### config.mk
export PLATFORM = sky130hd
export DESIGN_NAME = es_front
export DESIGN_NICKNAME = d
export VERILOG_FILES = /design/src/rtl/core/assert_macros.svh /design/src/rtl/core/es_pkg.sv /design/src/rtl/core/es_front.sv
export SDC_FILE = /design/constraint.sdc
export NUM_CORES = 1
export LEC_CHECK = 0
export BUFFER_PORTS_ARGS = -buffer_cell sky130_fd_sc_hd__buf_2
export CAP_MARGIN = 0
export CELL_PAD_IN_SITES_DETAIL_PLACEMENT = 1
export CELL_PAD_IN_SITES_GLOBAL_PLACEMENT = 1
export CORE_AREA = 2 2 284 286
export DETAILED_ROUTE_END_ITERATION = 6
export DIE_AREA = 0 0 286 288
export PLACE_DENSITY = 0.72
export SLEW_MARGIN = 10
export SYNTH_ARGS = -nofsm -noshare
export SYNTH_HDL_FRONTEND = slang
export SYNTH_SLANG_ARGS = --single-unit
export TNS_END_PERCENT = 10
### constraint.sdc
create_clock -name clk -period 12.97 [get_ports clk]
set_clock_uncertainty 0.2 [all_clocks]
set_input_delay 0.6485 -clock clk [delete_from_list [all_inputs] [get_ports clk]]
set_output_delay 0.6485 -clock clk [all_outputs]
set_load 0.05 [all_outputs]
### src/rtl/core/assert_macros.svh
// Shared assertion macros. Each expects clk and rst_n in the enclosing module.
`ifndef ASSERT_MACROS_SVH
`define ASSERT_MACROS_SVH

// Same-cycle implication.
`define ES_ASSERT_IMPL(lbl, ante, cons) \
    lbl: assert property (@(posedge clk) disable iff (!rst_n) (ante) |-> (cons)) \
        else $error("es assertion failed");

// Next-cycle implication.
`define ES_ASSERT_NEXT(lbl, ante, cons) \
    lbl: assert property (@(posedge clk) disable iff (!rst_n) (ante) |=> (cons)) \
        else $error("es assertion failed");

`endif

### src/rtl/core/es_pkg.sv
package es_pkg;

    localparam int FRAC_BITS_DEF = 28;
    localparam int COORD_W = 32;
    localparam int QUEUE_DEPTH = 4;
    localparam logic [63:0] PI_HALF_Q62 = 64'h6487ED5110B4611A;

    typedef enum logic [1:0] {
        STATUS_OK    = 2'd0,
        STATUS_DEGEN = 2'd1,
        STATUS_SAT   = 2'd2
    } es_status_t;

    typedef enum logic {
        CFG_Y_UPPER = 1'b0,
        CFG_Y_LOWER = 1'b1
    } es_cfg_index_t;

    typedef struct packed {
        logic pole;
        logic degen;
        logic over;
    } es_flags_t;

    // Width of the snapped right-point y, wide enough for pi/2 at any fraction width.
    function automatic int es_snap_w(input int frac_bits);
        return (frac_bits + 3 > COORD_W) ? frac_bits + 3 : COORD_W;
    endfunction

endpackage

### src/rtl/core/es_front.sv
module es_front
    import es_pkg::*;
#(
    parameter int FRAC_BITS = FRAC_BITS_DEF,
    parameter int DW = es_snap_w(FRAC_BITS) + 1,
    parameter int QDW = 1 + 6 * DW
)
(
    input  logic                      clk,
    input  logic                      rst_n,
    input  logic                      cfg_we,
    input  logic                      cfg_index,
    input  logic [COORD_W-1:0]        cfg_data,
    input  logic                      in_valid,
    output logic                      in_ready,
    input  logic                      pole_edge,
    input  logic                      boundary_edge,
    input  logic signed [COORD_W-1:0] first_node_x,
    input  logic signed [COORD_W-1:0] first_node_y,
    input  logic signed [COORD_W-1:0] second_node_x,
    input  logic signed [COORD_W-1:0] second_node_y,
    input  logic signed [COORD_W-1:0] left_center_x,
    input  logic signed [COORD_W-1:0] left_center_y,
    input  logic signed [COORD_W-1:0] right_center_x,
    input  logic signed [COORD_W-1:0] right_center_y,
    output logic                      f_valid,
    input  logic                      f_ready,
    output logic [QDW-1:0]            f_data
);

    localparam int SW = DW - 1;
    localparam logic [63:0] TOL = ((64'd1 << FRAC_BITS) + 64'd500000) / 64'd1000000;
    localparam logic [63:0] HALF_PI =
        (PI_HALF_Q62 + (64'd1 << (61 - FRAC_BITS))) >> (62 - FRAC_BITS);

    logic signed [COORD_W-1:0] y_upper_reg, y_upper_next;
    logic signed [COORD_W-1:0] y_lower_reg, y_lower_next;
    logic                      vld_reg, vld_next;
    logic [QDW-1:0]            data_reg, data_next;

    logic signed [COORD_W:0]   du, dl;
    logic [COORD_W:0]          du_mag, dl_mag;
    logic                      snap_up, snap_dn;
    logic signed [SW-1:0]      yc2;
    logic signed [DW-1:0]      ex, ey, cx, cy, ox, oy;
    logic                      accept;

    assign in_ready = !vld_reg || f_ready;
    assign accept   = in_valid && in_ready;
    assign f_valid  = vld_reg;
    assign f_data   = data_reg;

    always_comb
    begin
        y_upper_next = y_upper_reg;
        y_lower_next = y_lower_reg;
        if (cfg_we)
        begin
            case (es_cfg_index_t'(cfg_index))
                CFG_Y_UPPER: y_upper_next = cfg_data;
                CFG_Y_LOWER: y_lower_next = cfg_data;
                default:     y_upper_next = y_upper_reg;
            endcase
        end
    end

    always_comb
    begin
        du      = (COORD_W + 1)'(right_center_y) - (COORD_W + 1)'(y_upper_reg);
        dl      = (COORD_W + 1)'(right_center_y) - (COORD_W + 1)'(y_lower_reg);
        du_mag  = du[COORD_W] ? (COORD_W + 1)'(-du) : (COORD_W + 1)'(du);
        dl_mag  = dl[COORD_W] ? (COORD_W + 1)'(-dl) : (COORD_W + 1)'(dl);
        snap_up = boundary_edge && (64'(du_mag) < TOL);
        snap_dn = boundary_edge && (64'(dl_mag) < TOL);
        if (snap_up)
        begin
            yc2 = signed'(HALF_PI[SW-1:0]);
        end
        else if (snap_dn)
        begin
            yc2 = -signed'(HALF_PI[SW-1:0]);
        end
        else
        begin
            yc2 = SW'(right_center_y);
        end
        ex = DW'(second_node_x) - DW'(first_node_x);
        ey = DW'(second_node_y) - DW'(first_node_y);
        cx = DW'(right_center_x) - DW'(left_center_x);
        cy = DW'(yc2) - DW'(left_center_y);
        ox = DW'(left_center_x) - DW'(first_node_x);
        oy = DW'(left_center_y) - DW'(first_node_y);
        data_next = {pole_edge, ex, cy, ey, cx, ox, oy};
        vld_next  = (vld_reg && !f_ready) || accept;
    end

    always_ff @(posedge clk or negedge rst_n)
    begin
        if (!rst_n)
        begin
            y_upper_reg <= 32'sd421657428;
            y_lower_reg <= -32'sd421657428;
            vld_reg     <= 1'b0;
        end
        else
        begin
            y_upper_reg <= y_upper_next;
            y_lower_reg <= y_lower_next;
            vld_reg     <= vld_next;
        end
    end

    always_ff @(posedge clk)
    begin
        if (accept)
        begin
            data_reg <= data_next;
        end
    end

endmodule

==> flow_summary.toml <==
[min_path]
hold_path.class = "in2async"

[synth]
synth-edff-count = 199
synth_adder_area_share_pct = 14.21
synth.cell_area_um2 = 23670
ys_seq_area_share_pct = 32.28
synth.distinct_cells = 108
synthArstFlopShare_pct = 24.62
postSynthAreaPerCell_um2 = 8.940
synth_top_family_by_area = "compound AO/OA/AOI/OAI gates"
ys.warnings.count = 0
synth-simple-area-share_pct = 16.49
syn_inst = 2648
synth_xor_area_share_pct = 6.363
ys_seq_elements = 264
synth_compound_area_share_pct = 22.91
synth_flop_cell = "edfxtp_1"
synthMuxAreaShare_pct = 2.135
synth_nets = 3208

[worst_setup_path]
rr_endpoint = "f_data[164]"
crit_start = "y_upper_reg[8]"
critPathSlowestCell = "a21oi_1"
slowest_delay_ps = 840
cp_common_cell = "a21oi_1"
path_max_fanout = 33
cp.arrival_ps = 8960
startpoint_type = "flip-flop"
worstSetupPathType = "reg2reg"
cp.required_ps = 13150
cp-end-kind = "flip-flop"
reg2reg_from = "y_upper_reg[8]"
r2r_setup_slack_ps = 4190
critical_path.endpoint = "f_data[164]"
ff2ff_path_depth = 29

[routing]
drt-pass1-iter-count = 5
vias = 22070
met1_length_mm = 38.25
highest_layer = "met5"
wl_met3_mm = 4.568
routed_wl_mm = 86.64
wl_met2_mm = 40.18
via_per_inst = 5.190
drc = 0
routedWlPerCell_um = 20.38
detail-route-antenna-nets = 0
dr.first_iter.drc_count = 1154

[finish]
final_cell_mix = "buf_2, inv_1, ha_1"
drive_gt1_share_pct = 22.24
layout_commonest_cell = "buf_2"
nets = 3706
area_delta_synth_final_pct = 20.93
largest_reg_flops = 199
utilization_pct = 35.95

[global_route]
grt_max_degree = 156
gr-total-overflow = 0
grt_pass1_vias = 22270
track_usage_pct = 20.42
antenna_found_initial = 21
grt_pass1_wl_mm = 131.2

[die]
die_w_um = 286
dieHeight_um = 288
rows = 104
start_util_pct = 29.73
die_area_um2 = 82370
coreArea_um2 = 79640
io_pins = 497

[clocking]
clock_sinks = 264
cts.htree.levels = 2
cts-resized-gates = 0
path_clk_slew_ps = 80
cts_root_buf = "clkbuf_16"
cts_max_path_buffers = 3
cts_buffers = 38
post_cts_buffers = 0
worst_skew_pair.late_latency_ps = 590
hold_buffers = 1
cts_tree = "done"

[run_status]
outcome = "completed"

[sta]
worstMarginPinSlew_ps = 1101
fin_crit_sh_pct = 67.68
period_needed_ps = 8778
hold_viol = 0
tns_ps = 0
rsz0062_at_grt = "false"
drv_slew = 0
slew_headroom_pct = 26.57
max_freq_ghz = 0.1139
setup_viol = 0

[pwr]
cellLeakagePower_nw = 12.91
p_per_area_nw_per_um2 = 131.4
ir_drop_mv = 0.08455

[placed_design]
portBuffers = 496
gp_congestion = 0.8765
dp.final_hpwl_mm = 71.22

[run]
cap_viol_max_count = 0
[synthesized netlist by cell type, drive strengths merged, types with 9 or more instances]
| cell type | number | area share (%) |
|---|---|---|
| nand4 | 18 | 0.48 |
| or4 | 11 | 0.35 |
| o2111ai | 11 | 0.48 |
| buf | 20 | 0.58 |
| xor2 | 49 | 1.8 |
| or2 | 24 | 0.63 |
| a21oi | 176 | 3.7 |
| a31o | 10 | 0.37 |
| clkbuf | 27 | 0.43 |
| edfxtp | 199 | 25 |
| nor4 | 22 | 0.61 |
| o31ai | 19 | 0.60 |
| or3 | 25 | 0.66 |
| and3 | 38 | 1.0 |
| dfrtp | 34 | 3.6 |
| a2111oi | 9 | 0.52 |
| inv | 291 | 4.6 |
| nor2 | 182 | 2.9 |
| nand2b | 49 | 1.3 |
| o21bai | 23 | 0.75 |
| dfstp | 31 | 3.4 |
| nand3 | 57 | 1.2 |
| a21boi | 22 | 0.70 |
| o31a | 14 | 0.56 |
| nand2 | 154 | 2.4 |
| xnor2 | 123 | 4.6 |
| nor3 | 79 | 1.7 |
| and2 | 29 | 0.77 |
| a21o | 80 | 2.5 |
| nor2b | 34 | 0.91 |
| o211ai | 24 | 0.78 |
| o21ai | 198 | 4.4 |
| a31oi | 22 | 0.58 |
| mux2 | 36 | 1.7 |
| ha | 256 | 14 |
| a211oi | 44 | 1.4 |
| o21a | 68 | 2.2 |
| mux2i | 10 | 0.42 |
[metal layers]
metal	vias up	GRT usage (%)
met1	10670	26.13
met2	490	33.47
met3	165	3.906
met4	12	8.861
li1	10730	-
met5	-	0
[area by class of cell]
class | instances | area [um^2]
Sequential cell | 264 | 7641
Tap cell | 1060 | 1326
Antenna cell | 17 | 42.54
Clock buffer | 49 | 1033
Fill cell | 9577 | 51010
Timing Repair Buffer | 505 | 2565
Multi-Input combinational cell | 2046 | 14710
Inverter | 291 | 1092
Clock inverter | 20 | 217.7
[how the worst min path moves through the flow]
stage	startpoint	end	slack [ps]	cells after the start
4_1_cts	in_valid	f_valid	60	2
6_report	rst_n	y_lower_reg[24]	50	2
3_5_place_dp	y_lower_reg[8]	y_lower_reg[8]	300	1
2_1_floorplan	rst_n	f_valid	150	0
5_1_grt	in_valid	f_valid	90	2
3_3_place_gp	y_lower_reg[8]	y_lower_reg[8]	290	1
[critical path: cells and delay by family, from the launching register on]
| family | cells | cell delay [ps] |
|---|---|---|
| fa+ha+maj | 3 | 810 |
| simple gates | 2 | 200 |
| flops | 1 | 510 |
| compound gates | 22 | 6490 |
| buf+inv | 2 | 350 |
[metrics by stage]
| stage | cell area (um^2) | hold WS (ps) | std cells | worst slack, ps | power [mW] |
|---|---|---|---|---|---|
| finish | 28630 | 49.03 | 4252 | 4192 | 3.763 |
| CTS | 28590 | 60.11 | 4235 | 4318 | 3.792 |
| global placement | 27330 | 289.7 | 4165 | 4066 | 2.654 |
| floorplan | 23670 | 152.9 | 2648 | 5391 | 2.251 |
| detailed placement | 27330 | 297.6 | 4165 | 3894 | 2.681 |
| global route | 28610 | 87.55 | 4246 | 3596 | 3.976 |
[power by group]
part / leakage [nW] / switching, mW / internal (mW)
Sequential: 2.62 / 0.0359 / 1.06
Combinational: 9.68 / 1.04 / 0.545
Clock: 0.608 / 0.452 / 0.628
[cells by family after synthesis]
| group | Yosys count |
|---|---|
| buffers and inverters | 338 |
| muxes | 46 |
| and+or+nand+nor | 760 |
| AOI/OAI and AO/OA | 804 |
| xor gates and xnor gates | 172 |
| adders and majority gates | 264 |
| DFF | 264 |
No activity file was read; power rests on OpenSTA's default activity.
