<file path="src/rtl/core/assert_macros.svh">
// Shared assertion macros. Each expects clk and rst_n in the enclosing module.
`ifndef ASSERT_MACROS_SVH
`define ASSERT_MACROS_SVH

// Same-cycle implication.
`define ES_ASSERT_IMPL(lbl, ante, cons) \
    lbl: assert property (@(posedge clk) disable iff (!rst_n) (ante) |-> (cons)) \
        else $error("es assertion failed");

// Next-cycle implication.
`define ES_ASSERT_NEXT(lbl, ante, cons) \
    lbl: assert property (@(posedge clk) disable iff (!rst_n) (ante) |=> (cons)) \
        else $error("es assertion failed");

`endif

</file>
<file path="src/rtl/core/es_pkg.sv">
package es_pkg;

    localparam int FRAC_BITS_DEF = 28;
    localparam int COORD_W = 32;
    localparam int QUEUE_DEPTH = 4;
    localparam logic [63:0] PI_HALF_Q62 = 64'h6487ED5110B4611A;

    typedef enum logic [1:0] {
        STATUS_OK    = 2'd0,
        STATUS_DEGEN = 2'd1,
        STATUS_SAT   = 2'd2
    } es_status_t;

    typedef enum logic {
        CFG_Y_UPPER = 1'b0,
        CFG_Y_LOWER = 1'b1
    } es_cfg_index_t;

    typedef struct packed {
        logic pole;
        logic degen;
        logic over;
    } es_flags_t;

    // Width of the snapped right-point y, wide enough for pi/2 at any fraction width.
    function automatic int es_snap_w(input int frac_bits);
        return (frac_bits + 3 > COORD_W) ? frac_bits + 3 : COORD_W;
    endfunction

endpackage

</file>
<file path="src/rtl/core/es_queue.sv">
`include "assert_macros.svh"

module es_queue
    import es_pkg::*;
#(
    parameter int WIDTH = 8,
    parameter int DEPTH = QUEUE_DEPTH
)
(
    input  logic             clk,
    input  logic             rst_n,
    input  logic             in_valid,
    output logic             in_ready,
    input  logic [WIDTH-1:0] in_data,
    output logic             out_valid,
    input  logic             out_ready,
    output logic [WIDTH-1:0] out_data
);

    localparam int PW = (DEPTH > 1) ? $clog2(DEPTH) : 1;
    localparam int CW = $clog2(DEPTH + 1);

    logic [WIDTH-1:0] mem_reg [0:DEPTH-1];
    logic [PW-1:0]    wr_ptr_reg, wr_ptr_next;
    logic [PW-1:0]    rd_ptr_reg, rd_ptr_next;
    logic [CW-1:0]    cnt_reg, cnt_next;
    logic             push, pop;

    assign in_ready  = cnt_reg != CW'(DEPTH);
    assign out_valid = cnt_reg != '0;
    assign out_data  = mem_reg[rd_ptr_reg];
    assign push      = in_valid && in_ready;
    assign pop       = out_valid && out_ready;

    always_comb
    begin
        wr_ptr_next = wr_ptr_reg;
        rd_ptr_next = rd_ptr_reg;
        if (push)
        begin
            wr_ptr_next = (wr_ptr_reg == PW'(DEPTH - 1)) ? '0 : wr_ptr_reg + 1'b1;
        end
        if (pop)
        begin
            rd_ptr_next = (rd_ptr_reg == PW'(DEPTH - 1)) ? '0 : rd_ptr_reg + 1'b1;
        end
        cnt_next = cnt_reg + CW'(push) - CW'(pop);
    end

    always_ff @(posedge clk or negedge rst_n)
    begin
        if (!rst_n)
        begin
            wr_ptr_reg <= '0;
            rd_ptr_reg <= '0;
            cnt_reg    <= '0;
        end
        else
        begin
            wr_ptr_reg <= wr_ptr_next;
            rd_ptr_reg <= rd_ptr_next;
            cnt_reg    <= cnt_next;
        end
    end

    always_ff @(posedge clk)
    begin
        if (push)
        begin
            mem_reg[wr_ptr_reg] <= in_data;
        end
    end

    `ES_ASSERT_IMPL(a_cnt_bound, 1'b1, cnt_reg <= CW'(DEPTH))
    `ES_ASSERT_NEXT(a_cnt_up, push && !pop, cnt_reg == CW'($past(cnt_reg) + 1'b1))

endmodule

</file>
<file path="config.mk">
export PLATFORM = sky130hd
export DESIGN_NAME = es_queue
export DESIGN_NICKNAME = d
export VERILOG_FILES = /design/src/rtl/core/es_pkg.sv /design/src/rtl/core/es_queue.sv
export VERILOG_INCLUDE_DIRS = /design/src /design/src/rtl/core
export SDC_FILE = /design/constraint.sdc
export NUM_CORES = 1
export LEC_CHECK = 0
export BUFFER_PORTS_ARGS = -buffer_cell sky130_fd_sc_hd__buf_2
export CORE_ASPECT_RATIO = 0.75
export CORE_MARGIN = 1.5
export CORE_UTILIZATION = 36
export CTS_CLUSTER_SIZE = 20
export DETAILED_ROUTE_END_ITERATION = 10
export PLACE_DENSITY = 0.58
export SETUP_SLACK_MARGIN = 0.2
export SLEW_MARGIN = 25
export SYNTH_ARGS = -nofsm -noshare
export SYNTH_HDL_FRONTEND = slang
export SYNTH_SLANG_ARGS = --single-unit
</file>
<file path="constraint.sdc">
create_clock -name clk -period 3 [get_ports clk]
set_input_delay 0.3 -clock clk [delete_from_list [all_inputs] [get_ports clk]]
set_output_delay 0.3 -clock clk [all_outputs]
set_load 0.03 [all_outputs]
</file>
==> results of run 1 <==
[placed cells by master (no fill, tap or decap), types with 2 or more instances in the layout]
cell type	instances
and3_2	4
buf_2	21
clkbuf_8	5
dfrtp_1	7
edfxtp_1	32
ha_1	7
inv_1	7
mux2_2	2
mux2_4	2
mux4_2	8
nor2_1	2
xnor2_1	2
[metal layers]
| metal | global-route usage (%) | share of wire (%) | vias up |
|---|---|---|---|
| met5 | 0 | 0 | - |
| met4 | 5.17 | 1.7 | 0 |
| met3 | 4.36 | 4.8 | 5 |
| met2 | 19.2 | 49 | 19 |
| met1 | 15.8 | 44 | 386 |
| li1 | - | - | 356 |
[synth_stat cells (all sizes together)]
cell type	count	area, µm²
fa	1	20.0
inv	7	26.3
and3	4	30.0
nor2	2	7.51
and2	1	8.76
ha	7	87.6
dfrtp	7	175
or3b	1	11.3
edfxtp	32	961
mux4	8	180
or3	1	7.51
buf	2	8.75
mux2	4	52.6
nand2	1	3.75
xnor2	2	17.5
[stage by stage]
step	instance area, µm²	instances	power, mW	setup slack, ns
after global placement	1760	154	1.55	0.683
after global routing	1860	163	2.01	0.475
final	1860	163	1.88	0.607
after detailed placement	1760	154	1.58	0.624
after floorplan	1600	80	1.38	0.603
after CTS	1860	163	1.92	0.585
[final cells by class]
class	instances	area (µm²)
tap	55	68.8
clock inverter	2	12.5
multi-input combinational	32	427
inverter	7	26.3
sequential	39	1140
timing repair buffer	22	115
fill	393	2300
clock buffer	6	72.6
[logic make-up (layout without fill, tap and decap cells)]
kind of cell	Yosys count	count (layout)	share of synthesized area (%)
xor gates and xnor gates	2	2	1.10
DFF	39	39	71.1
buffers and inverters	9	37	2.19
and+or+nand+nor	10	10	4.31
adders and majority gates	8	8	6.73
muxes	12	12	14.6
[what timing repair did]
item,4_1_cts,5_1_grt
setup endpoints to repair,0,0
hold buffers,1,0
hold endpoints to repair,7,0
resized for setup,0,0
[report_power, final]
| group | internal [mW] | switching [mW] | total, mW |
|---|---|---|---|
| Combinational | 0.316 | 0.378 | 0.695 |
| Sequential | 0.734 | 0.120 | 0.854 |
| Clock | 0.162 | 0.168 | 0.330 |
| Total | 1.21 | 0.667 | 1.88 |
[final timing paths]
| check | to | slack, ns | cells after the start |
|---|---|---|---|
| worst max-delay path | cnt_reg[2] | 0.61 | 10 |
| worst min-delay path | mem_reg[2][2] | 0.24 | 1 |
| worst max register to register | cnt_reg[2] | 0.61 | 10 |
| worst min register to register | cnt_reg[2] | 0.50 | 1 |
| max in group asynchronous | cnt_reg[2] | 2.46 | 2 |
| min in group asynchronous | rd_ptr_reg[1] | 0.38 | 2 |
[critical path, delay by kind of cell (launching register included)]
kind,cells,cell delay (ns)
XOR/XNOR,2,0.33
adder cells (fa/ha/maj),3,0.78
flip-flops,1,0.44
AND/OR/NAND/NOR,2,0.61
buffers and inverters,3,0.16
==> flow_summary.yaml, run 1 <==
run_status:
  outcome: "finished, final reports clean"
yosys:
  syn_area_per_cell_um2: 20.0
  ys_types: 17
  synth_area_mm2: 0.00160
  syn-instance-count: 80
  seq_area_frac_synth_pct: 71.1
  yosysWarnings: 0
  syn_nets: 100
  synth_seq_cells: 39
cts:
  clock_path_buffers: 2
  path_clk_slew_ns: 0.07
  cts_root_buf: "clkbuf_8"
  clock_latency_ns: 0.28
  cts_buffers: 5
  cts.htree.levels: 2
  cts_tree: "yes"
  clkSinkCount: 39
  post_cts_buffers: 0
detailed_routing:
  postRouteAntennaNets: 0
  drcViolationCount: 0
  vias: 766
  firstDrtPassIters: 4
  wire_per_inst_um: 15.3
  vias_per_cell: 4.70
  drtIter0Drc: 32
  totalWireLength_um: 2500
floorplanning:
  die_h_um: 60.7
  die_x_um: 79.9
  initial_core_util_pct: 38.5
  coreArea_mm2: 0.00415
  ios: 22
  die_area_mm2: 0.00485
  num_rows: 20
critical_path:
  reg2reg_from: "cnt_reg[1]"
  crit_start: "cnt_reg[1]"
  path_cells: "or3_2, nand2_1, inv_1, ha_1, inv_1, ha_1, inv_1, fa_1, xnor2_1, xnor2_1"
  arrival_ns: 2.60
  worst_path_max_delay_cell: "or3_2"
  cpMostUsedCell: "inv_1"
  cp.required_ns: 3.21
  slowest_delay_ns: 0.47
  critPathLaunchType: "flop"
  critical_path_class: "flop to flop"
  worst_setup_path_end_kind: "flop"
  crit_fanout: 4
timing:
  fin_crit_ns: 2.39
  max_freq_ghz: 0.418
  setup_viol: 0
  hold_violations: 0
  relSlewSlack_pct: 59.3
  fin_crit_sh_pct: 79.8
  hold_ws_ns: 0.235
  slew_violations: 0
  fin_setup_tns_ns: 0
  finalClockSkew_ns: 0.00578
  worstMarginPinSlew_ns: 0.611
  rsz0062_at_grt: "no"
final_layout:
  post-route-util_pct: 44.7
  synthToLayoutAreaGrowth_pct: 16.3
  antenna_cells: 0
  final_nets: 127
  layout-drive-gt1-share_pct: 43.5
  largest_reg_flops: 32
power_and_ir_drop:
  leakagePower_nw: 0.713
  irDropWorstVdd_mv: 0.319
  power_density_mw_per_mm2: 1010
min_path:
  min-delay-start: "in_data[2]"
  hold_path_class: "primary input to flop"
placed_design:
  numPortBuffers: 21
  dp_hpwl_um: 1720
  place_congestion: 0.824
grt:
  grt_antenna_before_repair: 0
  grt_pass1_wl_um: 4020
  grt_max_degree: 13
  overflow: 0
  grt_pass1_vias: 789
  grt.total_usage_pct: 12.2
job:
  drv_cap: 0
No activity file was read; power rests on OpenSTA's default activity.
==> run 2: changes to the inputs <==
--- a/config.mk
+++ b/config.mk
@@ -6,13 +6,14 @@
 export SDC_FILE = /design/constraint.sdc
 export NUM_CORES = 1
 export LEC_CHECK = 0
+export ABC_AREA = 1
 export BUFFER_PORTS_ARGS = -buffer_cell sky130_fd_sc_hd__buf_2
 export CORE_ASPECT_RATIO = 0.75
 export CORE_MARGIN = 1.5
 export CORE_UTILIZATION = 36
 export CTS_CLUSTER_SIZE = 20
 export DETAILED_ROUTE_END_ITERATION = 10
-export PLACE_DENSITY = 0.58
+export PLACE_DENSITY = 0.6
 export SETUP_SLACK_MARGIN = 0.2
 export SLEW_MARGIN = 25
 export SYNTH_ARGS = -nofsm -noshare
==> constraint.sdc (replaced) <==
create_clock -name clk -period 2.04 [get_ports clk]
set_input_delay 0.204 -clock clk [delete_from_list [all_inputs] [get_ports clk]]
set_output_delay 0.204 -clock clk [all_outputs]
set_load 0.03 [all_outputs]
==> run 2 against run 1 <==
  * Clock power grew 89%
  * First-iteration DRC count grew 31%
  * Register-to-register slack lost 0.44 ns
  * Sequential share of layout area shrank 11 points
  * Worst setup slack lost 0.44 ns
  * Largest cell class unchanged
  * Highest routed layer unchanged
==> flow_summary.yaml, run 2 <==
timing:
  max_freq_ghz: 0.534
  rsz0062_at_grt: "yes"
  hold_violations: 0
  slew_violations: 0
  fin_setup_tns_ns: 0
  worstMarginPinSlew_ns: 0.278
  setup_viol: 0
  layout_setup_ws_ns: 0.169
  fin_crit_ns: 1.87
  finalClockSkew_ns: 0.00366
  hold_ws_ns: 0.124
  relSlewSlack_pct: 81.4
  fin_crit_sh_pct: 91.7
power_and_ir_drop:
  p_total_mw: 3.46
  irDropWorstVdd_mv: 0.765
  leakagePower_nw: 1.00
  power_density_mw_per_mm2: 1530
critical_path:
  crit_family: "buffers and inverters"
  reg2reg_from: "cnt_reg[0]"
  cpMostUsedCell: "buf_4"
  path_depth: 14
  crit_start: "cnt_reg[0]"
  worst_path_max_delay_cell: "dfrtp_1"
  slowest_delay_ns: 0.39
  critical_path_class: "flop to flop"
  arrival_ns: 2.05
  worst_setup_path_end_kind: "flop"
  critPathLaunchType: "flop"
  crit_fanout: 2
  ff2ff_path_depth: 14
  path_cells: "nor2_4, nand2_4, nand2_4, buf_4, buf_4, buf_4, buf_4, buf_4, buf_4, buf_4, buf_4, buf_6, nand2_2, nand2_2"
  cp_num_buf_inv: 9
  cp.required_ns: 2.22
placed_design:
  place_congestion: 0.789
  place_ws_ns: 0.0911
  numPortBuffers: 21
  dpl.cell_count: 229
  dpl_cell_area_mm2: 0.00195
  dp_hpwl_um: 2020
final_layout:
  synthToLayoutAreaGrowth_pct: 27.7
  antenna_cells: 0
  post-route-cell-area_mm2: 0.00226
  layout_commonest_cell: "edfxtp_1"
  layout-drive-gt1-share_pct: 37.7
  final_nets: 218
  largest_reg_flops: 32
  stdcell_count: 256
  final_cell_mix: "edfxtp_1 (32), nand2_1 (30), buf_4 (24), inv_1 (23), buf_2 (21)"
  post-route-util_pct: 49.1
cts:
  clock_path_buffers: 2
  path_clk_slew_ns: 0.07
  clkSinkCount: 39
  clock_latency_ns: 0.29
  cts_tree: "yes"
  cts_root_buf: "clkbuf_8"
  cts_buffers: 5
  cts.htree.levels: 2
yosys:
  yosys-top-cells-count: "nand2_1 (35), edfxtp_1 (32), inv_1 (29)"
  syn-instance-count: 149
  synth.most_common_cell: "nand2_1"
  synth_area_mm2: 0.00177
  ys_types: 15
  yosysTopAreaCell: "edfxtp_1"
  seq_area_frac_synth_pct: 64.3
  synth_area_leaders: "edfxtp_1 (54%), dfrtp_1 (9.9%), nand2_1 (7.4%)"
  syn_area_per_cell_um2: 11.9
  syn_nets: 169
  yosysWarnings: 0
  ys.flop_type: "edfxtp_1"
  synth_top_area_share_pct: 54.4
  synthArstFlopShare_pct: 17.9
  synth_seq_cells: 39
  synth_edf_count: 32
detailed_routing:
  drtIter0Drc: 42
  firstDrtPassIters: 4
  wire_per_inst_um: 12.7
  vias: 1162
  drcViolationCount: 0
  vias_per_cell: 4.54
  totalWireLength_um: 3240
  postRouteAntennaNets: 0
floorplanning:
  coreArea_mm2: 0.00460
  num_rows: 21
  initial_core_util_pct: 38.4
  die_h_um: 63.7
  die_area_mm2: 0.00534
  die_x_um: 83.9
  ios: 22
min_path:
  min_path_cells: 1
  hold_path_class: "primary input to flop"
  min-delay-start: "in_data[5]"
grt:
  grt.total_usage_pct: 13.8
  grt_pass1_wl_um: 5590
  grt_pass1_vias: 1209
  overflow: 0
  grt_antenna_before_repair: 0
  grt_max_degree: 20
job:
  drv_cap: 0
run_status:
  outcome: "finished, final reports clean"
==> run 2: cell types whose count changed in the layout (fill, tap and decap cells not counted), sizes merged, moves of 5 or more <==
cell and delta:
inv +22, o211ai +16, nor2 +5, nand2 +38
mux4 -8, buf +25
==> run 2: repair_timing <==
action	CTS	global route
setup endpoints to repair	2	4
pin swaps	5	8
gates resized for setup	9	10
hold buffers	1	0
buffers inserted	13	5
endpoints found under the hold margin	7	0
==> run 2: cell families after synthesis <==
group	Yosys count	synth area share (%)
compound gates	16	6.80
xor+xnor	2	0.992
fa+ha+maj	8	6.09
buf+inv	34	9.35
flops	39	64.3
simple gates	50	12.5
==> run 2: final cells by class <==
class	instances	area, µm²
clock inverters	3	43.8
inverters	29	111
flip-flops and latches	39	1140
fillers	394	2340
well taps	57	71.3
repair buffers	47	307
multi-input cells	76	515
clock buffers	5	68.8
==> run 2: layer usage <==
| metal | track usage (%) | wire, µm | up-vias |
|---|---|---|---|
| li1 | - | - | 583 |
| met1 | 16.3 | 1400 | 541 |
| met2 | 23.5 | 1630 | 27 |
| met3 | 4.85 | 144 | 11 |
| met4 | 4.92 | 74 | 0 |
| met5 | 0 | 0 | - |
==> run 2: power by group <==
| part | switching [mW] | total (mW) | internal [mW] |
|---|---|---|---|
| Sequential | 0.0892 | 1.16 | 1.08 |
| Combinational | 1.02 | 1.67 | 0.647 |
| Clock | 0.260 | 0.623 | 0.364 |
==> run 2: worst paths after layout <==
| kind | slack [ns] | to |
|---|---|---|
| setup / recovery | 0.17 | rd_ptr_reg[1] |
| hold / removal | 0.12 | mem_reg[2][5] |
| setup reg to reg | 0.17 | rd_ptr_reg[1] |
| hold reg to reg | 0.55 | wr_ptr_reg[1] |
| max in group asynchronous | 1.59 | cnt_reg[1] |
| min in group asynchronous | 0.28 | cnt_reg[2] |
==> run 3: changes to the inputs <==
--- a/config.mk
+++ b/config.mk
@@ -8,12 +8,13 @@
 export LEC_CHECK = 0
 export ABC_AREA = 1
 export BUFFER_PORTS_ARGS = -buffer_cell sky130_fd_sc_hd__buf_2
+export CELL_PAD_IN_SITES_DETAIL_PLACEMENT = 2
+export CELL_PAD_IN_SITES_GLOBAL_PLACEMENT = 2
 export CORE_ASPECT_RATIO = 0.75
-export CORE_MARGIN = 1.5
-export CORE_UTILIZATION = 36
+export CORE_UTILIZATION = 34
 export CTS_CLUSTER_SIZE = 20
 export DETAILED_ROUTE_END_ITERATION = 10
-export PLACE_DENSITY = 0.6
+export PLACE_DENSITY = 0.78
 export SETUP_SLACK_MARGIN = 0.2
 export SLEW_MARGIN = 25
 export SYNTH_ARGS = -nofsm -noshare
==> run 3 against run 2 <==
  * Worst hold slack better by 0.0039 ns
  * Sequential share of layout area up 2.1 points
  * Via count up 0.77%
  * Die area up 2.8%
  * Clock power about the same
  * Fmax down 0.14%
  * Core utilization down 5.3 points
  * Critical endpoint is now cnt_reg[1]
  * Largest cell class unchanged
  * Largest power group unchanged
==> flow_summary.yaml, run 3 (synthesis gave the netlist of run 2 again) <==
timing:
  setup_viol: 0
  rsz0062_at_grt: "yes"
  fin_crit_ns: 1.87
  layout_setup_ws_ns: 0.166
  fin_crit_sh_pct: 91.9
  finalClockSkew_ns: 0.00516
  worstMarginPinSlew_ns: 0.338
  hold_violations: 0
  max_freq_ghz: 0.534
  fin_setup_tns_ns: 0
  relSlewSlack_pct: 77.4
  slew_violations: 0
detailed_routing:
  vias: 1171
  totalWireLength_um: 4110
  firstDrtPassIters: 4
  drcViolationCount: 0
  drtIter0Drc: 108
  wire_per_inst_um: 16.5
  postRouteAntennaNets: 0
  vias_per_cell: 4.70
cts:
  cts_buffers: 5
  path_clk_slew_ns: 0.08
  cts_root_buf: "clkbuf_8"
  clock_latency_ns: 0.29
  clkSinkCount: 39
  clock_path_buffers: 2
  cts.htree.levels: 2
  cts_tree: "yes"
critical_path:
  worst_path_max_delay_cell: "fa_2"
  cp_num_buf_inv: 3
  arrival_ns: 2.07
  crit_fanout: 3
  cp.required_ns: 2.23
  reg2reg_from: "cnt_reg[0]"
  critPathLaunchType: "flop"
  path_cells: "nor2_4, nand2_4, nand2_4, ha_4, inv_4, ha_4, inv_2, fa_2, inv_2"
  crit_start: "cnt_reg[0]"
  worst_setup_path_end_kind: "flop"
  slowest_delay_ns: 0.53
  critical_path_class: "flop to flop"
  crit_family: "adder cells"
placed_design:
  dp_hpwl_um: 2680
  numPortBuffers: 21
  place_ws_ns: 0.0760
  place_congestion: 0.749
final_layout:
  regArea_mm2: 0.00114
  final_nets: 208
  largest_reg_flops: 32
  multiInputGateArea_um2: 505
  fill_cells: 506
  synthToLayoutAreaGrowth_pct: 22.7
  antenna_cells: 0
  final_cell_mix: "nand2_1 (34), edfxtp_1 (32), inv_1 (24), buf_2 (21), o211ai_1 (16)"
  layout_commonest_cell: "nand2_1"
  layout-drive-gt1-share_pct: 30.7
min_path:
  min-delay-start: "in_data[5]"
  hold_path_class: "primary input to flop"
grt:
  grt_max_degree: 20
  grt_antenna_before_repair: 0
  grt.total_usage_pct: 17.0
  grt_pass1_wl_um: 6750
  overflow: 0
  grt_pass1_vias: 1298
run_status:
  outcome: "finished, final reports clean"
power_and_ir_drop:
  power_switching_share_pct: 41.0
  switchingPower_mw: 1.39
  power_density_mw_per_mm2: 1570
  leakagePower_nw: 0.947
  internal_power_mw: 2.00
  pwr-share-clk_pct: 18.4
  power_frac_seq_pct: 35.0
  irDropWorstVdd_mv: 0.555
  p_comb_share_pct: 46.6
floorplanning:
  coreArea_mm2: 0.00495
  die_x_um: 85.2
  ios: 22
  num_rows: 22
  initial_core_util_pct: 35.7
  die_h_um: 64.4
  die_area_mm2: 0.00549
job:
  drv_cap: 0
[run 3: cell count changes in the layout (fill, tap and decap cells not counted), sizes merged]
cell / before / now
buf: 46 / 36
clkbuf: 5 / 7
clkinv: 2 / 0
[run 3: through the flow]
stage	hold WS [ns]	cell area [µm²]	instances	util, %	power (mW)
global placement	0.0482	1950	232	39.3	2.50
floorplan	-0.0916	1770	149	-	2.22
detailed placement	0.0571	1950	232	39.3	2.61
finish	0.128	2170	249	43.7	3.40
global route	0.112	2170	249	43.7	3.63
CTS	0.118	2140	246	43.2	3.37
[run 3: power by group through the flow]
stage	registers, mW	logic [mW]	clock network, mW
2_1_floorplan	1.19	1.03	0
5_1_grt	1.21	1.74	0.675
3_5_place_dp	1.22	1.39	0
6_report	1.19	1.58	0.625
3_3_place_gp	1.19	1.30	0
4_1_cts	1.19	1.55	0.636
[run 3: routing by layer]
layer	vias up	GRT usage, %	share of wire (%)
met1	582	19.6	43
met3	7	5.22	3.6
li1	563	-	-
met4	0	5.93	1.5
met2	19	30.0	52
met5	-	0	0
[run 3: repair_timing]
action | CTS | global route
hold buffers | 1 | 0
endpoints found under the setup margin | 2 | 2
gates cloned | 0 | 0
setup buffers | 5 | 3
endpoints found under the hold margin | 7 | 0
pin swaps | 6 | 8
gates resized for setup | 9 | 5
[run 3: path summary, 6_finish.rpt]
| path | cells past startpoint | slack [ns] | endpoint |
|---|---|---|---|
| setup / recovery | 9 | 0.17 | cnt_reg[1] |
| hold / removal | 1 | 0.13 | mem_reg[3][5] |
| setup reg to reg | 9 | 0.17 | cnt_reg[1] |
| hold reg to reg | 2 | 0.55 | wr_ptr_reg[1] |
| max in group asynchronous | 2 | 1.57 | cnt_reg[1] |
| min in group asynchronous | 2 | 0.28 | rd_ptr_reg[0] |
[run 3: area by class of cell]
| type | instances | area share (%) |
|---|---|---|
| Sequential cell | 39 | 52.5 |
| Inverter | 29 | 5.25 |
| Timing Repair Buffer | 37 | 10.5 |
| Multi-Input combinational cell | 76 | 23.3 |
| Tap cell | 60 | 3.46 |
| Clock inverter | 1 | 1.39 |
| Clock buffer | 7 | 3.52 |
